===== src/sv/pom_pkg.sv =====
// shared types and constants of the poisson occupancy multiplicity block
// no dependencies; used by pom_div and poisson_occupancy_multiplicity
package pom_pkg;

   // transaction codes of the request channel
   localparam logic [1:0] REQ_OBSERVE = 2'd0;
   localparam logic [1:0] REQ_QUERY   = 2'd1;
   localparam logic [1:0] REQ_CLEAR   = 2'd2;

   // register map of the csr port
   localparam int unsigned CSR_INDEX_W = 4;
   localparam int unsigned CSR_DATA_W  = 16;
   localparam logic [CSR_INDEX_W-1:0] CSR_RING_INNER      = 4'd0;
   localparam logic [CSR_INDEX_W-1:0] CSR_ETA_LUMPING     = 4'd1;
   localparam logic [CSR_INDEX_W-1:0] CSR_PHI_LUMPING     = 4'd2;
   localparam logic [CSR_INDEX_W-1:0] CSR_RUNNING_AVERAGE = 4'd3;

   localparam logic [9:0] ETA_LUMP_RESET = 10'd32;
   localparam logic [5:0] PHI_LUMP_RESET = 6'd4;

   // ring geometry
   localparam logic [9:0] STRIPS_INNER  = 10'd512;
   localparam logic [9:0] STRIPS_OUTER  = 10'd256;
   localparam logic [5:0] SECTORS_INNER = 6'd20;
   localparam logic [5:0] SECTORS_OUTER = 6'd40;

   // cell and region index width (511*40+39 and 511*79+39 fit)
   localparam int unsigned IDX_W = 17;

   // ln2 in Q28 and the stand-in empty count of 0.001 (applied as ln(1000))
   localparam logic [27:0] LN2_Q28     = 28'd186065279;
   localparam logic [31:0] LN_THOUSAND = 32'd1000;
   localparam logic [4:0]  LN_LAST_ITER   = 5'd29;
   localparam logic [4:0]  SQRT_LAST_ITER = 5'd23;

   typedef struct packed {
      logic [1:0]  req_type;
      logic [8:0]  strip;
      logic [5:0]  sector;
      logic        hit;
      logic [15:0] weight;
   } req_payload_type;

   typedef struct packed {
      logic [31:0] value;
      logic [31:0] error;
   } rsp_payload_type;

   typedef struct packed {
      logic        start;
      logic [63:0] dividend;
      logic [31:0] divisor;
      logic [6:0]  steps;
   } div_req_type;

   typedef struct packed {
      logic        busy;
      logic        done;
      logic [63:0] quotient;
   } div_rsp_type;

   typedef enum logic [4:0] {
      ST_CLEAR,
      ST_IDLE,
      ST_DIV_COLS,
      ST_DIV_ETA,
      ST_DIV_PHI,
      ST_INDEX,
      ST_READ,
      ST_EVAL,
      ST_LN_NORM,
      ST_LN_SQ,
      ST_LN_MUL_HI,
      ST_LN_MUL_LO,
      ST_LN_DONE,
      ST_MUL_NT,
      ST_DIV_K,
      ST_PROD_LO,
      ST_PROD_HI,
      ST_SQRT,
      ST_DONE
   } state_type;

endpackage


===== src/sv/pom_div.sv =====
// iterative restoring divider, one quotient bit per cycle
// depends on pom_pkg (div_req_type, div_rsp_type)
module pom_div (
   input  logic                  clock,
   input  logic                  reset,
   input  pom_pkg::div_req_type  div_req,
   output pom_pkg::div_rsp_type  div_rsp
);

   logic        busy_ff;
   logic        done_ff;
   logic [6:0]  count_ff;
   logic [63:0] dvd_ff;
   logic [31:0] rem_ff;
   logic [31:0] dsr_ff;
   logic [63:0] quo_ff;

   logic [32:0] rem_shift;
   logic        fits;
   logic [32:0] rem_next;

   // dividend is left aligned, msb first
   assign rem_shift = {rem_ff, dvd_ff[63]};
   assign fits      = rem_shift >= {1'b0, dsr_ff};
   assign rem_next  = fits ? (rem_shift - {1'b0, dsr_ff}) : rem_shift;

   always_ff @(posedge clock) begin
      if (reset) begin
         busy_ff  <= 1'b0;
         done_ff  <= 1'b0;
         count_ff <= '0;
      end else begin
         done_ff <= 1'b0;
         if (div_req.start) begin
            busy_ff  <= 1'b1;
            count_ff <= div_req.steps;
         end else if (busy_ff) begin
            count_ff <= count_ff - 7'd1;
            if (count_ff == 7'd1) begin
               busy_ff <= 1'b0;
               done_ff <= 1'b1;
            end
         end
      end
   end

   always_ff @(posedge clock) begin
      if (div_req.start) begin
         dvd_ff <= div_req.dividend;
         dsr_ff <= div_req.divisor;
         rem_ff <= '0;
         quo_ff <= '0;
      end else if (busy_ff) begin
         dvd_ff <= {dvd_ff[62:0], 1'b0};
         rem_ff <= rem_next[31:0];
         quo_ff <= {quo_ff[62:0], fits};
      end
   end

   assign div_rsp.busy     = busy_ff;
   assign div_rsp.done     = done_ff;
   assign div_rsp.quotient = quo_ff;

endmodule


===== config.mk =====
export PLATFORM = sky130hd
export DESIGN_NAME = pom_div
export DESIGN_NICKNAME = d
export VERILOG_FILES = /design/src/sv/pom_pkg.sv /design/src/sv/pom_div.sv
export SDC_FILE = /design/constraint.sdc
export NUM_CORES = 1
export LEC_CHECK = 0
export BUFFER_PORTS_ARGS = -buffer_cell sky130_fd_sc_hd__buf_2
export CELL_PAD_IN_SITES_DETAIL_PLACEMENT = 1
export CELL_PAD_IN_SITES_GLOBAL_PLACEMENT = 1
export CORE_MARGIN = 3
export CORE_UTILIZATION = 48
export CTS_CLUSTER_SIZE = 24
export DETAILED_ROUTE_END_ITERATION = 6
export HOLD_SLACK_MARGIN = 0.15
export PLACE_DENSITY_LB_ADDON = 0.1
export SLEW_MARGIN = 5
export SYNTH_ARGS = -nofsm -noshare
export SYNTH_HDL_FRONTEND = slang
export SYNTH_SLANG_ARGS = --single-unit

===== constraint.sdc =====
create_clock -name clock -period 3.9 [get_ports clock]
set_input_delay 0.585 -clock clock [delete_from_list [all_inputs] [get_ports clock]]
set_output_delay 0.585 -clock clock [all_outputs]
set_load 0.01 [all_outputs]

==> results of run 1 <==
## placed cells by master, fill, tap and decap left out, types with 4 or more instances in the layout
master and n:
o311ai_0 4, nor2b_1 5, nand2b_1 5, nand2_1 29, o31ai_1 4, clkinv_2 8
nand3_1 14, mux2_2 63, o311ai_1 4, xnor2_1 22, edfxtp_1 96, mux2i_1 83
o21ai_0 15, inv_1 47, clkbuf_8 4, nor2_1 115, buf_2 170, a21oi_1 27
buf_4 6, ha_1 34, a21o_1 11, a31oi_1 5, xor2_1 13, a211oi_1 21
nand4_1 4, dfxtp_1 104, nor3_1 6, clkbuf_16 24
## area by class of cell
class | count | share of cell area [%]
diodes | 2 | 0.0444
clock buffers | 31 | 5.92
clock inverters | 11 | 0.600
inverters | 48 | 1.60
multi-input cells | 543 | 36.4
flip-flops and latches | 201 | 44.3
well taps | 260 | 2.89
repair buffers | 178 | 8.23
## worst reg2reg max path, delay by kind of cell (launching register included)
family	cells	cell delay [ps]
compound gates	8	1920
fa+ha+maj	1	390
buf+inv	1	270
mux	1	230
flops	1	330
## cells by family (layout without fill, tap and decap cells)
logic type                 count (synthesis)  after routing  share of synthesized area [%]
muxes                                    146            146                           16.2
and+or+nand+nor                          197            197                           9.15
DFF                                      201            201                           52.4
adders and majority gates                 35             35                           4.69
buffers and inverters                     95            268                           4.45
xor gates and xnor gates                  35             35                           3.22
AOI/OAI and AO/OA                        130            130                           9.86
other                                      0              2                              0
## state kept, by name, summed over array words and instances (netlist names)
signal and count:
quo_ff 64, dsr_ff 32, count_ff 7, rem_ff 32, done_ff 1, dvd_ff 64
busy_ff 1
## per-stage QoR
step	total power, W	worst slack [ps]	cells
after detailed placement	0.00325	653	1230
after CTS	0.00535	583	1272
final	0.00528	615	1274
after global routing	0.00553	373	1273
after global placement	0.00323	758	1230
after floorplan	0.00305	1270	839
## how the worst max path moves through the flow
stage | cells after the start | slack [ps] | endpoint | from
4_1_cts | 12 | 580 | rem_ff[4] | dsr_ff[4]
5_1_grt | 12 | 370 | rem_ff[0] | dsr_ff[26]
3_3_place_gp | 12 | 760 | rem_ff[6] | dsr_ff[4]
3_5_place_dp | 12 | 650 | rem_ff[4] | dsr_ff[4]
2_1_floorplan | 12 | 1270 | rem_ff[30] | dvd_ff[63]
6_report | 11 | 610 | rem_ff[4] | rem_ff[3]
## power by group
group          leakage (nW)  switching (W)  internal, W  total (W)
registers              1.81      0.0000738      0.00237    0.00244
clock network         0.372       0.000864      0.00121    0.00207
logic                  2.78       0.000420     0.000348   0.000768
## metal layers
metal / global-route usage (%) / up-vias / routed length, µm
met5: 0 / - / 80
met3: 6.51 / 45 / 1380
met2: 36.4 / 127 / 11200
met1: 26.0 / 3212 / 9640
met4: 4.33 / 12 / 355
li1: - / 3324 / -
==> run metrics, run 1 <==
Syn Nets 980; final antenna-violating net count 0; CP max stage delay 650 ps; first-pass GRT wire length 37,500 µm; CP bufs+invs 1; Crit Path Category reg2reg; # clock sinks 201; Finish-stage setup viols 0; CP dominant cell by count a31o_2; Min Clock Period, post-route 3290 ps; min-delay src div_req[37]; Die H 147 µm; TritonCTS Buffers 23; Worst Hold Path Cells 1; count leader, synth nor2_1; Syn Std Cell Area 0.00951 mm²; post-CTS setup buffers 0; Max Slew Vio Count 0; nets@finish 1,136; Area Overhead vs Synth 18.5%; CTS Root Cell clkbuf_16; routability congestion estimate 0.835; leading area contributor after synthesis edfxtp_1; Cell Chain, Critical Path ha_1 -> a21o_1 -> a31o_2 -> o21ai_1 -> a31o_2 -> a21oi_4 -> a31oi_4 -> o21a_2 -> buf_12 -> mux2i_1 -> a211oi_1; worst skew pair latency 510 ps; die area 0.0215 mm²; initial DRC count 300; Slew HR 29.7%; Reg area 0.00499 mm²; Worst-Margin Slew 1050 ps; antenna violations before repair 7; register bit count reported by yosys 201; Bufs on Longest Clock Path 3; period utilization 84.2%; Clock H-tree levels 1; leading register cell type out of synthesis dfxtp_1; Worst path slowest cell o21a_2; pin count of the biggest net entering global routing 66; Seq/Total Area, Yosys 52.4%; Synth cell types 64; Worst setup SP type flip-flop; Reg2Reg Setup Slack 610 ps; Final Hold Viols 0; TNS Setup 0 ps; Min Hold Slack 243 ps; Vias/cell 5.27; DR WL/cell 17.8 µm; worst vdd ir 0.383 mV; TritonCTS clock tree yes; starting density of the core 49.8%; via count 6,720; aggregate global routing overflow 0; Max Cap Violations 0; f_max 304 MHz; placement row count 50; Core Util, Final 59.0%; largest cells by area after synthesis edfxtp_1 (30%), dfxtp_1 (22%), mux2i_1 (8.7%), mux2_2 (7.5%), nor2_1 (4.5%); Yosys top cell area share 30.3%; Leakage 4.96 nW; status completed; Worst setup EP type flip-flop; data required time at the worst endpoint 4250 ps; CTS clock-pin slew for the worst setup and hold paths 60 ps; Yosys warning count 0; Core ar. 0.0191 mm²; layout cell share with drive strength beyond 1 29.2%; Post-synth EDFFs 96; area occupied by multi-input gates 0.00410 mm²; Pwr per Cell Area 469 mW/mm²; die width 147 µm; crit path DAT 3640 ps; Worst Hold End dsr_ff[30]; Post-Syn Area per Cell 11.3 µm²; Finished Cell Area 0.0113 mm²; Worst R2R Start rem_ff[3]; Ports 172; Hold Crit Class in2reg; CTS resizes 0; crit-path max FO 26; first-pass iteration count of the detailed router 4; cts hold-fix bufs 0; DP HPWL 15,300 µm; RSZ-0062 raised after global routing false; Synth top cells by count nor2_1 (115), dfxtp_1 (105), edfxtp_1 (96), mux2i_1 (83), mux2_2 (63); vias in the first global route 7,142; Fillers 2,059; clk_skew 8.55 ps; Mapped Cells 839; DRC viols 0; reg2reg end rem_ff[4]; PortBufs 171; R2R depth 11; Post-DP Area 0.0105 mm²; Post-Route WL 22,700 µm; cell family with most CP delay compound AO/OA/AOI/OAI gates; Total GRT Usage 21.0%; Synth async-reset ratio 0%
No activity file was read; power rests on OpenSTA's default activity.
==> run 2, diff against run 1 <==
--- a/config.mk
+++ b/config.mk
@@ -9,7 +9,7 @@
 export CELL_PAD_IN_SITES_DETAIL_PLACEMENT = 1
 export CELL_PAD_IN_SITES_GLOBAL_PLACEMENT = 1
 export CORE_MARGIN = 3
-export CORE_UTILIZATION = 48
+export CORE_UTILIZATION = 44
 export CTS_CLUSTER_SIZE = 24
 export DETAILED_ROUTE_END_ITERATION = 6
 export HOLD_SLACK_MARGIN = 0.15
==> constraint.sdc (replaced) <==
create_clock -name clock -period 3.15 [get_ports clock]
set_input_delay 0.4725 -clock clock [delete_from_list [all_inputs] [get_ports clock]]
set_output_delay 0.4725 -clock clock [all_outputs]
set_load 0.01 [all_outputs]
==> run metrics, run 2 (synthesis results as in run 1) <==
Power, Total 0.00695 W; RSZ-0062 raised after global routing false; Final Non-Filler Cells 1,329; Post-Route WL 23,100 µm; TNS Setup 0 ps; worst skew pair latency 530 ps; Max Cap Violations 0; CTS Root Cell clkbuf_16; Max Slew Vio Count 0; pre-CTS WS 171 ps; met2 GRT Util 34.2%; DRC viols 0; CTS clock-pin slew for the worst setup and hold paths 60 ps; pin count of the biggest net entering global routing 119; data required time at the worst endpoint 3560 ps; Reg2Reg Setup Slack 250 ps; Ports 172; Vias/cell 5.16; Slew HR 44.2%; Worst setup SP type flip-flop; starting density of the core 44.9%; DP HPWL 15,200 µm; biggest regs dvd_ff: 64 flops, quo_ff: 64 flops; Leakage 5.19 nW; TritonCTS clock tree yes; # clock sinks 201; commonest non-fill, non-tap cell in the layout buf_2; period utilization 92.0%; routability congestion estimate 0.747; PortBufs 171; layout cell share with drive strength beyond 1 29.0%; die area 0.0234 mm²; final antenna-violating net count 0; TritonCTS Buffers 24; placement row count 53; first-pass GRT wire length 38,400 µm; Bufs on Longest Clock Path 3; Total GRT Usage 19.5%; Min Clock Period, post-route 2900 ps; vias in the first global route 7,465; status completed; routing usage on met3 6.46%; Core Util, Final 55.8%; initial DRC count 294; nets@finish 1,175; crit path DAT 3310 ps; Core ar. 0.0212 mm²; Area Overhead vs Synth 24.2%; clk_skew 22.1 ps; Die H 153 µm; aggregate global routing overflow 0; Clock H-tree levels 1; Worst setup EP type flip-flop; placed cell count 1,251; antenna violations before repair 7; met1 GRT Util 23.6%; Worst-Margin Slew 837 ps; Crit Path Category reg2reg; Pwr per Cell Area 589 mW/mm²; worst vdd ir 0.451 mV; Hold Crit Class in2reg; commonest cells after routing, fill and taps aside buf_2 (170), nor2_1 (115), dfxtp_1 (104); GR peak layer met2; via count 6,856; DR WL/cell 17.4 µm; crit-path max FO 4; Final Hold Viols 0; f_max 345 MHz; die width 153 µm; Setup WS post-layout 253 ps; Finish-stage setup viols 0; first-pass iteration count of the detailed router 4
run 2: cell count changes in the layout (fill, tap and decap cells not counted), sizes merged:
| cell | before | now |
|---|---|---|
| buf | 178 | 184 |
| bufinv | 0 | 1 |
| clkbuf | 31 | 33 |
| dlygate4sd3 | 0 | 32 |
| inv | 49 | 48 |
run 2: layout make-up:
type / instances / area (µm²)
multi-input cells: 543 / 4100
flip-flops and latches: 201 / 4990
clock buffers: 33 / 771
repair buffers: 216 / 1320
fillers: 2283 / 9350
well taps: 275 / 344
diodes: 2 / 5.00
inverters: 48 / 180
clock inverters: 11 / 103
run 2: layer usage:
layer | wire length, µm | share of wire (%)
met1 | 9810 | 43
met2 | 11200 | 49
met3 | 1590 | 6.9
met4 | 410 | 1.8
met5 | 61 | 0.26
run 2: path summary, 6_finish.rpt:
| kind | depth (start not counted) | from | to |
|---|---|---|---|
| max | 12 | dvd_ff[63] | rem_ff[30] |
| min | 3 | div_req[6] | count_ff[6] |
| max reg2reg | 12 | dvd_ff[63] | rem_ff[30] |
| min reg2reg | 2 | rem_ff[28] | rem_ff[28] |
run 2: power breakdown:
group	switching [W]	total (W)	internal [W]	leakage, nW
Sequential	0.0000733	0.00300	0.00293	1.81
Clock	0.00113	0.00294	0.00180	0.436
Combinational	0.000540	0.00101	0.000471	2.95
Total	0.00175	0.00695	0.00521	5.19
run 2: what timing repair did:
action | 4_1_cts | 5_1_grt
hold buffers | 32 | 0
endpoints found under the hold margin | 32 | 0
setup endpoints to repair | 0 | 1
setup buffers | 0 | 0
resized for setup | 0 | 1
run 2: through the flow:
stage | hold WS [ps] | area, µm²
after floorplan | 453 | 9510
after global placement | 473 | 10600
after detailed placement | 476 | 10600
after CTS | 154 | 11800
after global routing | 173 | 11800
final | 169 | 11800
run 2: critical path: stages, from the launching register on:
cell	delay [ps]
edfxtp_1	350
inv_1	50
ha_1	210
fa_1	410
nor2b_1	200
o2111ai_1	180
a21oi_2	230
o311ai_1	170
a21boi_2	240
o221ai_2	180
o311ai_1	320
xnor2_1	160
a21oi_1	80
